$ cat src/hdl/cpu_alu_pkg.sv
package cpu_alu_pkg;

  typedef enum logic [5:0] {
    ADC   = 6'd0,
    AND_M = 6'd1,
    ASL   = 6'd2,
    BIT   = 6'd3,
    CLC   = 6'd4,
    CLI   = 6'd5,
    CLD   = 6'd6,
    CLV   = 6'd7,
    CMP   = 6'd8,
    CPX   = 6'd9,
    CPY   = 6'd10,
    DEC   = 6'd11,
    DEX   = 6'd12,
    DEY   = 6'd13,
    EOR   = 6'd14,
    INC   = 6'd15,
    INX   = 6'd16,
    INY   = 6'd17,
    LDA   = 6'd18,
    LDX   = 6'd19,
    LDY   = 6'd20,
    LSR   = 6'd21,
    ORA   = 6'd22,
    ROL   = 6'd23,
    ROR   = 6'd24,
    SBC   = 6'd25,
    SEC   = 6'd26,
    SED   = 6'd27,
    SEI   = 6'd28,
    STA   = 6'd29,
    STX   = 6'd30,
    STY   = 6'd31,
    TAX   = 6'd32,
    TAY   = 6'd33,
    TSX   = 6'd34,
    TXA   = 6'd35,
    TXS   = 6'd36,
    TYA   = 6'd37,
    ASL_A = 6'd38,
    LSR_A = 6'd39,
    ROL_A = 6'd40,
    ROR_A = 6'd41,
    DCP   = 6'd42,
    LAX   = 6'd43,
    SAX   = 6'd44,
    ISB   = 6'd45,
    SLO   = 6'd46,
    RLA   = 6'd47,
    SRE   = 6'd48,
    RRA   = 6'd49,
    NOP   = 6'd50
  } kind_t;

  // processor flags as held in the block
  typedef struct packed {
    logic n;
    logic v;
    logic d;
    logic i;
    logic z;
    logic c;
  } flags_t;

  localparam logic [7:0] SP_RESET = 8'hFD;

endpackage

$ cat src/hdl/cpu_alu_execute_unit.sv
// Execute unit holding A, X, Y, SP and the N V D I Z C flags. Each accepted item
// (operation kind, operand byte, effective address) is latched in an input
// register, executed against the register file, and its result (memory write,
// all registers after the operation, status byte) is written to an output
// register. One item is taken every cycle unless out_ready stalls the output:
// the rate is set by the register feedback through the adder/shift/logic path,
// so an item sees the registers left by the item before it. Bits 5 and 4 of the
// status byte read as zero, D is stored only (no decimal mode), and unused kinds
// act as NOP.
module cpu_alu_execute_unit (
  input  logic        clk,
  input  logic        rst,
  input  logic        in_valid,
  output logic        in_ready,
  input  logic [5:0]  kind,
  input  logic [7:0]  operand,
  input  logic [15:0] mem_address,
  output logic        out_valid,
  input  logic        out_ready,
  output logic        mem_write,
  output logic [15:0] write_address,
  output logic [7:0]  write_data,
  output logic [7:0]  acc_out,
  output logic [7:0]  x_out,
  output logic [7:0]  y_out,
  output logic [7:0]  sp_out,
  output logic [7:0]  status_out
);

  // input register
  logic                 op_valid;
  cpu_alu_pkg::kind_t   op_kind;
  logic [7:0]           op_m;
  logic [15:0]          op_addr;

  // architectural state
  logic [7:0]           acc;
  logic [7:0]           xr;
  logic [7:0]           yr;
  logic [7:0]           sp;
  cpu_alu_pkg::flags_t  flags;

  logic [7:0]           acc_next;
  logic [7:0]           xr_next;
  logic [7:0]           yr_next;
  logic [7:0]           sp_next;
  cpu_alu_pkg::flags_t  flags_next;
  logic                 wr;
  logic [7:0]           wd;

  logic                 add_en;
  logic [7:0]           add_m;
  logic                 add_cin;
  logic [8:0]           sum;
  logic                 cmp_en;
  logic [7:0]           cmp_reg;
  logic [7:0]           cmp_m;
  logic [8:0]           diff;
  logic                 nz_en;
  logic [7:0]           nz_val;

  logic                 advance;

  assign advance  = !out_valid || out_ready;
  assign in_ready = !op_valid || advance;

  always_ff @(posedge clk) begin
    if (rst) begin
      op_valid <= 1'b0;
    end else if (in_ready) begin
      op_valid <= in_valid;
    end
    if (in_valid && in_ready) begin
      op_kind <= cpu_alu_pkg::kind_t'(kind);
      op_m    <= operand;
      op_addr <= mem_address;
    end
  end

  always_comb begin
    acc_next   = acc;
    xr_next    = xr;
    yr_next    = yr;
    sp_next    = sp;
    flags_next = flags;
    wr         = 1'b0;
    wd         = 8'h00;
    add_en     = 1'b0;
    add_m      = op_m;
    add_cin    = flags.c;
    cmp_en     = 1'b0;
    cmp_reg    = acc;
    cmp_m      = op_m;
    nz_en      = 1'b0;
    nz_val     = 8'h00;

    case (op_kind)
      cpu_alu_pkg::ADC: add_en = 1'b1;
      cpu_alu_pkg::SBC: begin
        add_en = 1'b1;
        add_m  = ~op_m;
      end
      cpu_alu_pkg::AND_M: begin
        acc_next = acc & op_m;
        nz_en = 1'b1; nz_val = acc_next;
      end
      cpu_alu_pkg::EOR: begin
        acc_next = acc ^ op_m;
        nz_en = 1'b1; nz_val = acc_next;
      end
      cpu_alu_pkg::ORA: begin
        acc_next = acc | op_m;
        nz_en = 1'b1; nz_val = acc_next;
      end
      cpu_alu_pkg::ASL: begin
        wr = 1'b1; wd = {op_m[6:0], 1'b0};
        flags_next.c = op_m[7];
        nz_en = 1'b1; nz_val = wd;
      end
      cpu_alu_pkg::LSR: begin
        wr = 1'b1; wd = {1'b0, op_m[7:1]};
        flags_next.c = op_m[0];
        nz_en = 1'b1; nz_val = wd;
      end
      cpu_alu_pkg::ROL: begin
        wr = 1'b1; wd = {op_m[6:0], flags.c};
        flags_next.c = op_m[7];
        nz_en = 1'b1; nz_val = wd;
      end
      cpu_alu_pkg::ROR: begin
        wr = 1'b1; wd = {flags.c, op_m[7:1]};
        flags_next.c = op_m[0];
        nz_en = 1'b1; nz_val = wd;
      end
      cpu_alu_pkg::BIT: begin
        flags_next.n = op_m[7];
        flags_next.v = op_m[6];
        flags_next.z = (acc & op_m) == 8'h00;
      end
      cpu_alu_pkg::CLC: flags_next.c = 1'b0;
      cpu_alu_pkg::CLI: flags_next.i = 1'b0;
      cpu_alu_pkg::CLD: flags_next.d = 1'b0;
      cpu_alu_pkg::CLV: flags_next.v = 1'b0;
      cpu_alu_pkg::SEC: flags_next.c = 1'b1;
      cpu_alu_pkg::SED: flags_next.d = 1'b1;
      cpu_alu_pkg::SEI: flags_next.i = 1'b1;
      cpu_alu_pkg::CMP: cmp_en = 1'b1;
      cpu_alu_pkg::CPX: begin
        cmp_en = 1'b1; cmp_reg = xr;
      end
      cpu_alu_pkg::CPY: begin
        cmp_en = 1'b1; cmp_reg = yr;
      end
      cpu_alu_pkg::DEC: begin
        wr = 1'b1; wd = op_m - 8'd1;
        nz_en = 1'b1; nz_val = wd;
      end
      cpu_alu_pkg::INC: begin
        wr = 1'b1; wd = op_m + 8'd1;
        nz_en = 1'b1; nz_val = wd;
      end
      cpu_alu_pkg::DEX: begin
        xr_next = xr - 8'd1;
        nz_en = 1'b1; nz_val = xr_next;
      end
      cpu_alu_pkg::DEY: begin
        yr_next = yr - 8'd1;
        nz_en = 1'b1; nz_val = yr_next;
      end
      cpu_alu_pkg::INX: begin
        xr_next = xr + 8'd1;
        nz_en = 1'b1; nz_val = xr_next;
      end
      cpu_alu_pkg::INY: begin
        yr_next = yr + 8'd1;
        nz_en = 1'b1; nz_val = yr_next;
      end
      cpu_alu_pkg::LDA: begin
        acc_next = op_m;
        nz_en = 1'b1; nz_val = op_m;
      end
      cpu_alu_pkg::LDX: begin
        xr_next = op_m;
        nz_en = 1'b1; nz_val = op_m;
      end
      cpu_alu_pkg::LDY: begin
        yr_next = op_m;
        nz_en = 1'b1; nz_val = op_m;
      end
      cpu_alu_pkg::STA: begin
        wr = 1'b1; wd = acc;
      end
      cpu_alu_pkg::STX: begin
        wr = 1'b1; wd = xr;
      end
      cpu_alu_pkg::STY: begin
        wr = 1'b1; wd = yr;
      end
      cpu_alu_pkg::TAX: begin
        xr_next = acc;
        nz_en = 1'b1; nz_val = acc;
      end
      cpu_alu_pkg::TAY: begin
        yr_next = acc;
        nz_en = 1'b1; nz_val = acc;
      end
      cpu_alu_pkg::TSX: begin
        xr_next = sp;
        nz_en = 1'b1; nz_val = sp;
      end
      cpu_alu_pkg::TXA: begin
        acc_next = xr;
        nz_en = 1'b1; nz_val = xr;
      end
      cpu_alu_pkg::TXS: sp_next = xr;
      cpu_alu_pkg::TYA: begin
        acc_next = yr;
        nz_en = 1'b1; nz_val = yr;
      end
      cpu_alu_pkg::ASL_A: begin
        acc_next = {acc[6:0], 1'b0};
        flags_next.c = acc[7];
        nz_en = 1'b1; nz_val = acc_next;
      end
      cpu_alu_pkg::LSR_A: begin
        acc_next = {1'b0, acc[7:1]};
        flags_next.c = acc[0];
        nz_en = 1'b1; nz_val = acc_next;
      end
      cpu_alu_pkg::ROL_A: begin
        acc_next = {acc[6:0], flags.c};
        flags_next.c = acc[7];
        nz_en = 1'b1; nz_val = acc_next;
      end
      cpu_alu_pkg::ROR_A: begin
        acc_next = {flags.c, acc[7:1]};
        flags_next.c = acc[0];
        nz_en = 1'b1; nz_val = acc_next;
      end
      cpu_alu_pkg::DCP: begin
        wr = 1'b1; wd = op_m - 8'd1;
        cmp_en = 1'b1; cmp_m = wd;
      end
      cpu_alu_pkg::LAX: begin
        acc_next = op_m;
        xr_next  = op_m;
        nz_en = 1'b1; nz_val = op_m;
      end
      cpu_alu_pkg::SAX: begin
        wr = 1'b1; wd = acc & xr;
      end
      cpu_alu_pkg::ISB: begin
        wr = 1'b1; wd = op_m + 8'd1;
        add_en = 1'b1; add_m = ~wd;
      end
      cpu_alu_pkg::SLO: begin
        wr = 1'b1; wd = {op_m[6:0], 1'b0};
        flags_next.c = op_m[7];
        acc_next = acc | wd;
        nz_en = 1'b1; nz_val = acc_next;
      end
      cpu_alu_pkg::RLA: begin
        wr = 1'b1; wd = {op_m[6:0], flags.c};
        flags_next.c = op_m[7];
        acc_next = acc & wd;
        nz_en = 1'b1; nz_val = acc_next;
      end
      cpu_alu_pkg::SRE: begin
        wr = 1'b1; wd = {1'b0, op_m[7:1]};
        flags_next.c = op_m[0];
        acc_next = acc ^ wd;
        nz_en = 1'b1; nz_val = acc_next;
      end
      cpu_alu_pkg::RRA: begin
        // rotate carry feeds the add
        wr = 1'b1; wd = {flags.c, op_m[7:1]};
        add_en = 1'b1; add_m = wd; add_cin = op_m[0];
      end
      default: begin
      end
    endcase

    sum  = {1'b0, acc} + {1'b0, add_m} + {8'h00, add_cin};
    diff = {1'b0, cmp_reg} - {1'b0, cmp_m};

    if (add_en) begin
      acc_next     = sum[7:0];
      flags_next.c = sum[8];
      flags_next.v = ~(acc[7] ^ add_m[7]) & (acc[7] ^ sum[7]);
      nz_en  = 1'b1;
      nz_val = sum[7:0];
    end
    if (cmp_en) begin
      flags_next.c = !diff[8];
      nz_en  = 1'b1;
      nz_val = diff[7:0];
    end
    if (nz_en) begin
      flags_next.z = nz_val == 8'h00;
      flags_next.n = nz_val[7];
    end
  end

  always_ff @(posedge clk) begin
    if (rst) begin
      acc       <= 8'h00;
      xr        <= 8'h00;
      yr        <= 8'h00;
      sp        <= cpu_alu_pkg::SP_RESET;
      flags     <= '0;
      out_valid <= 1'b0;
    end else if (advance) begin
      out_valid <= op_valid;
      if (op_valid) begin
        acc   <= acc_next;
        xr    <= xr_next;
        yr    <= yr_next;
        sp    <= sp_next;
        flags <= flags_next;
      end
    end
    if (advance && op_valid) begin
      mem_write     <= wr;
      write_address <= op_addr;
      write_data    <= wd;
      acc_out       <= acc_next;
      x_out         <= xr_next;
      y_out         <= yr_next;
      sp_out        <= sp_next;
      status_out    <= {flags_next.n, flags_next.v, 2'b00,
                        flags_next.d, flags_next.i, flags_next.z, flags_next.c};
    end
  end

endmodule
$ cat config.mk
export PLATFORM = sky130hd
export DESIGN_NAME = cpu_alu_execute_unit
export DESIGN_NICKNAME = d
export VERILOG_FILES = /design/src/hdl/cpu_alu_pkg.sv /design/src/hdl/cpu_alu_execute_unit.sv
export SDC_FILE = /design/constraint.sdc
export NUM_CORES = 1
export LEC_CHECK = 0
export BUFFER_PORTS_ARGS = -buffer_cell sky130_fd_sc_hd__clkbuf_2
export CORE_UTILIZATION = 45
export CTS_CLUSTER_DIAMETER = 50
export DETAILED_ROUTE_END_ITERATION = 8
export GPL_TIMING_DRIVEN = 0
export PLACE_DENSITY_LB_ADDON = 0.25
export RECOVER_POWER = 50
export SYNTH_ARGS = -nofsm -noshare
export SYNTH_HDL_FRONTEND = slang
export SYNTH_SLANG_ARGS = --single-unit
$ cat constraint.sdc
create_clock -name clk -period 9.2 [get_ports clk]
set_input_delay 2.76 -clock clk [delete_from_list [all_inputs] [get_ports clk]]
set_output_delay 2.76 -clock clk [all_outputs]
set_load 0.03 [all_outputs]
==> flow_metrics.tcl <==
set metrics [dict create \
    rsz0062_at_grt "false" \
    report.power.total_mw 1.742 \
    cts_setup_buffers 0 \
    synth_area_leaders "edfxtp_1, dfxtp_1, nand2_1, ha_1, a21oi_1" \
    pin_count 101 \
    yosysMostFrequentCell "nand2_1" \
    synth_top_cell_area_share_pct 28.13 \
    p_per_area_nw_per_um2 154.1 \
    switchingPower_uw 579.4 \
    drv_slew 48 \
    status "complete, but fails checks" \
    grt_pass1_wl_mm 65.45 \
    die-height_um 150.5 \
    insertion_delay_ns 0.43 \
    cts_hold_buffers 0 \
    drtIter0Drc 1595 \
    cpMaxStageDelayCell "nor2b_1" \
    hold_end "write_address[8]" \
    crit_type "primary input to output port" \
    grt_max_degree 54 \
    synth.cell_area_um2 9927 \
    routedWlPerCell_um 30.09 \
    fin_setup_tns_ns 0 \
    critical_path.cell_chain "clkbuf_2, nor2b_1, nand2_1, clkbuf_2" \
    routed_wl_mm 45.50 \
    p_leak_nw 4.234 \
    synth-edff-count 93 \
    max_freq_ghz 0.1637 \
    synth_top_flop_cell "edfxtp_1" \
    synth_top_area_cell "edfxtp_1" \
    netlist_instances 1105 \
    nNetsFinal 1298 \
    path_clk_slew_ns 0.06 \
    grt_overflow 0 \
    failed_checks "DRC, capacitance limit, slew limit" \
    synth.distinct_cells 110 \
    worstSetupStartpointType "primary input" \
    gp_congestion 1.030 \
    die_area_um2 22660 \
    cp_max_fo 4 \
    ys_seq_area_share_pct 36.20 \
    max_cap_viol_count 3 \
    tightestPinTransition_ns 1.961 \
    setup.worst_path.end_class "output port" \
    finalSetupViolCount 0 \
    seq_power_share_pct 39.8 \
    hold_path.class "register to register" \
    r2r_cells 20 \
    critical_path.max_stage_delay_ns 0.21 \
    worstPathRequired_ns 6.44 \
    tritoncts "built" \
    reg2reg_from "op_kind[5]" \
    relSlewSlack_pct -30.81 \
    switching_share_pct 33.26 \
    cts.sinks 133 \
    yosys-top-cells-count "nand2_1, edfxtp_1, nor2_1, a21oi_1, clkbuf_1" \
    cts_made_buffers 17 \
    grt_pass1_vias 9695 \
    drive_gt1_share_pct 14.87 \
    dp.final_hpwl_mm 33.93 \
    synthToLayoutAreaGrowth_pct 13.88 \
    antenna_found_initial 0 \
    combPwrFrac_pct 19.1 \
    initial_utilization_pct 46.49 \
    postSynthAreaPerCell_um2 8.984 \
    post-route-period-util_pct 66.38 \
    layout_min_cycle_time_ns 6.107 \
    dr.pass1.iters 9 \
    fin_skew_ns 0.01298 \
    coreArea_um2 21350 \
    final-hold-violation-count 0 \
    p_clk_share_pct 41.0 \
    vias 10256 \
    ys_seq_elements 133 \
    peakVddDrop_mv 0.1127 \
    synth_warnings 0 \
    ant_nets 0 \
    reg_top3 "op_addr x16, write_address x16" \
    via_per_inst 6.783 \
    async_reset_ff_share_pct 0 \
    cts_max_level 4 \
    holdPathStages 0 \
    cts.repair.resized 0 \
    cpMostUsedCell "clkbuf_2" \
    port-buffer-count 98 \
    hold_start "op_addr[8]" \
    cts_root_buffer "clkbuf_16" \
    drcViolationCount 2 \
    worst_ep_arrival_time_ns 3.35 \
    clockBufferDepth 2 \
    diodes 0 \
    internal_power_mw 1.163 \
    r2r-end "status_out[1]" \
    reg2reg_slack_ns 3.79 \
    row_count 53 \
    grt_util_all_layers_pct 40.96 \
    die-width_um 150.5 \
    whs_ns 0.4204 \
]
logic make-up (layout without fill, tap and decap cells):
| group | count (synthesis) | in the layout | share of synthesized area [%] |
|---|---|---|---|
| AND/OR/NAND/NOR | 450 | 450 | 24.11 |
| AO/OA/AOI/OAI | 298 | 298 | 21.99 |
| flip-flops | 133 | 133 | 36.20 |
| buffers and inverters | 122 | 253 | 6.529 |
| adder cells (fa/ha/maj) | 41 | 41 | 5.382 |
| XOR/XNOR | 36 | 36 | 3.176 |
| multiplexers | 24 | 24 | 2.571 |
| other | 1 | 2 | 0.03778 |
per-layer routing:
metal  share of wire (%)  GRT usage [%]  vias up
met4                 6.8          26.97        0
met1                  39          52.45     4852
li1                    -              -     4413
met2                  43          60.94      809
met5                   0              0        -
met3                  12          10.15      182
metrics by stage:
stage	cell area, um^2	setup WS, ns	std cells	util [%]
global placement	10770	2.583	1479	50.42
floorplan	9931	3.277	1106	-
detailed placement	10800	3.088	1480	50.56
global route	11300	2.990	1512	52.94
finish	11300	3.093	1512	52.94
CTS	11400	3.086	1512	53.38
worst max-delay path, delay by kind of cell:
kind | cells | cell delay (ns)
buf+inv | 2 | 0.27
simple gates | 2 | 0.31
layout make-up:
cell class	count	area, um^2
well taps	275	344.1
multi-input cells	851	5652
repair buffers	99	474.2
clock inverters	13	125.1
inverters	30	112.6
plain buffers	92	528.0
clock buffers	19	475.5
fillers	2066	10050
flip-flops and latches	133	3593
worst max-delay path by stage:
stage	startpoint	to
6_report	out_ready	in_ready
5_1_grt	out_ready	in_ready
3_5_place_dp	out_ready	in_ready
2_1_floorplan	out_ready	in_ready
3_3_place_gp	out_ready	status_out[6]
4_1_cts	out_ready	in_ready
power by group through the flow:
stage / Clock, mW / Combinational, mW / Sequential, mW
detailed placement: 0 / 0.324 / 0.706
CTS: 0.719 / 0.326 / 0.694
finish: 0.715 / 0.333 / 0.694
floorplan: 0 / 0.183 / 0.729
global placement: 0 / 0.322 / 0.707
global route: 0.741 / 0.347 / 0.697
layout by cell type, fill, tap and decap left out, types with 13 or more instances in the layout:
cell / n
a221o_1: 14
xnor2_1: 26
ha_1: 37
nor2_1: 81
clkbuf_1: 86
and3_1: 13
o21ai_0: 42
nand4_1: 13
a22oi_1: 17
a21oi_1: 68
nand3_1: 27
nor4_1: 13
clkbuf_2: 63
nor3_1: 40
edfxtp_1: 93
a221oi_1: 19
dfxtp_1: 40
clkbuf_16: 19
inv_1: 26
buf_6: 18
buf_2: 14
nand2_1: 159
No activity file was read; power rests on OpenSTA's default activity.
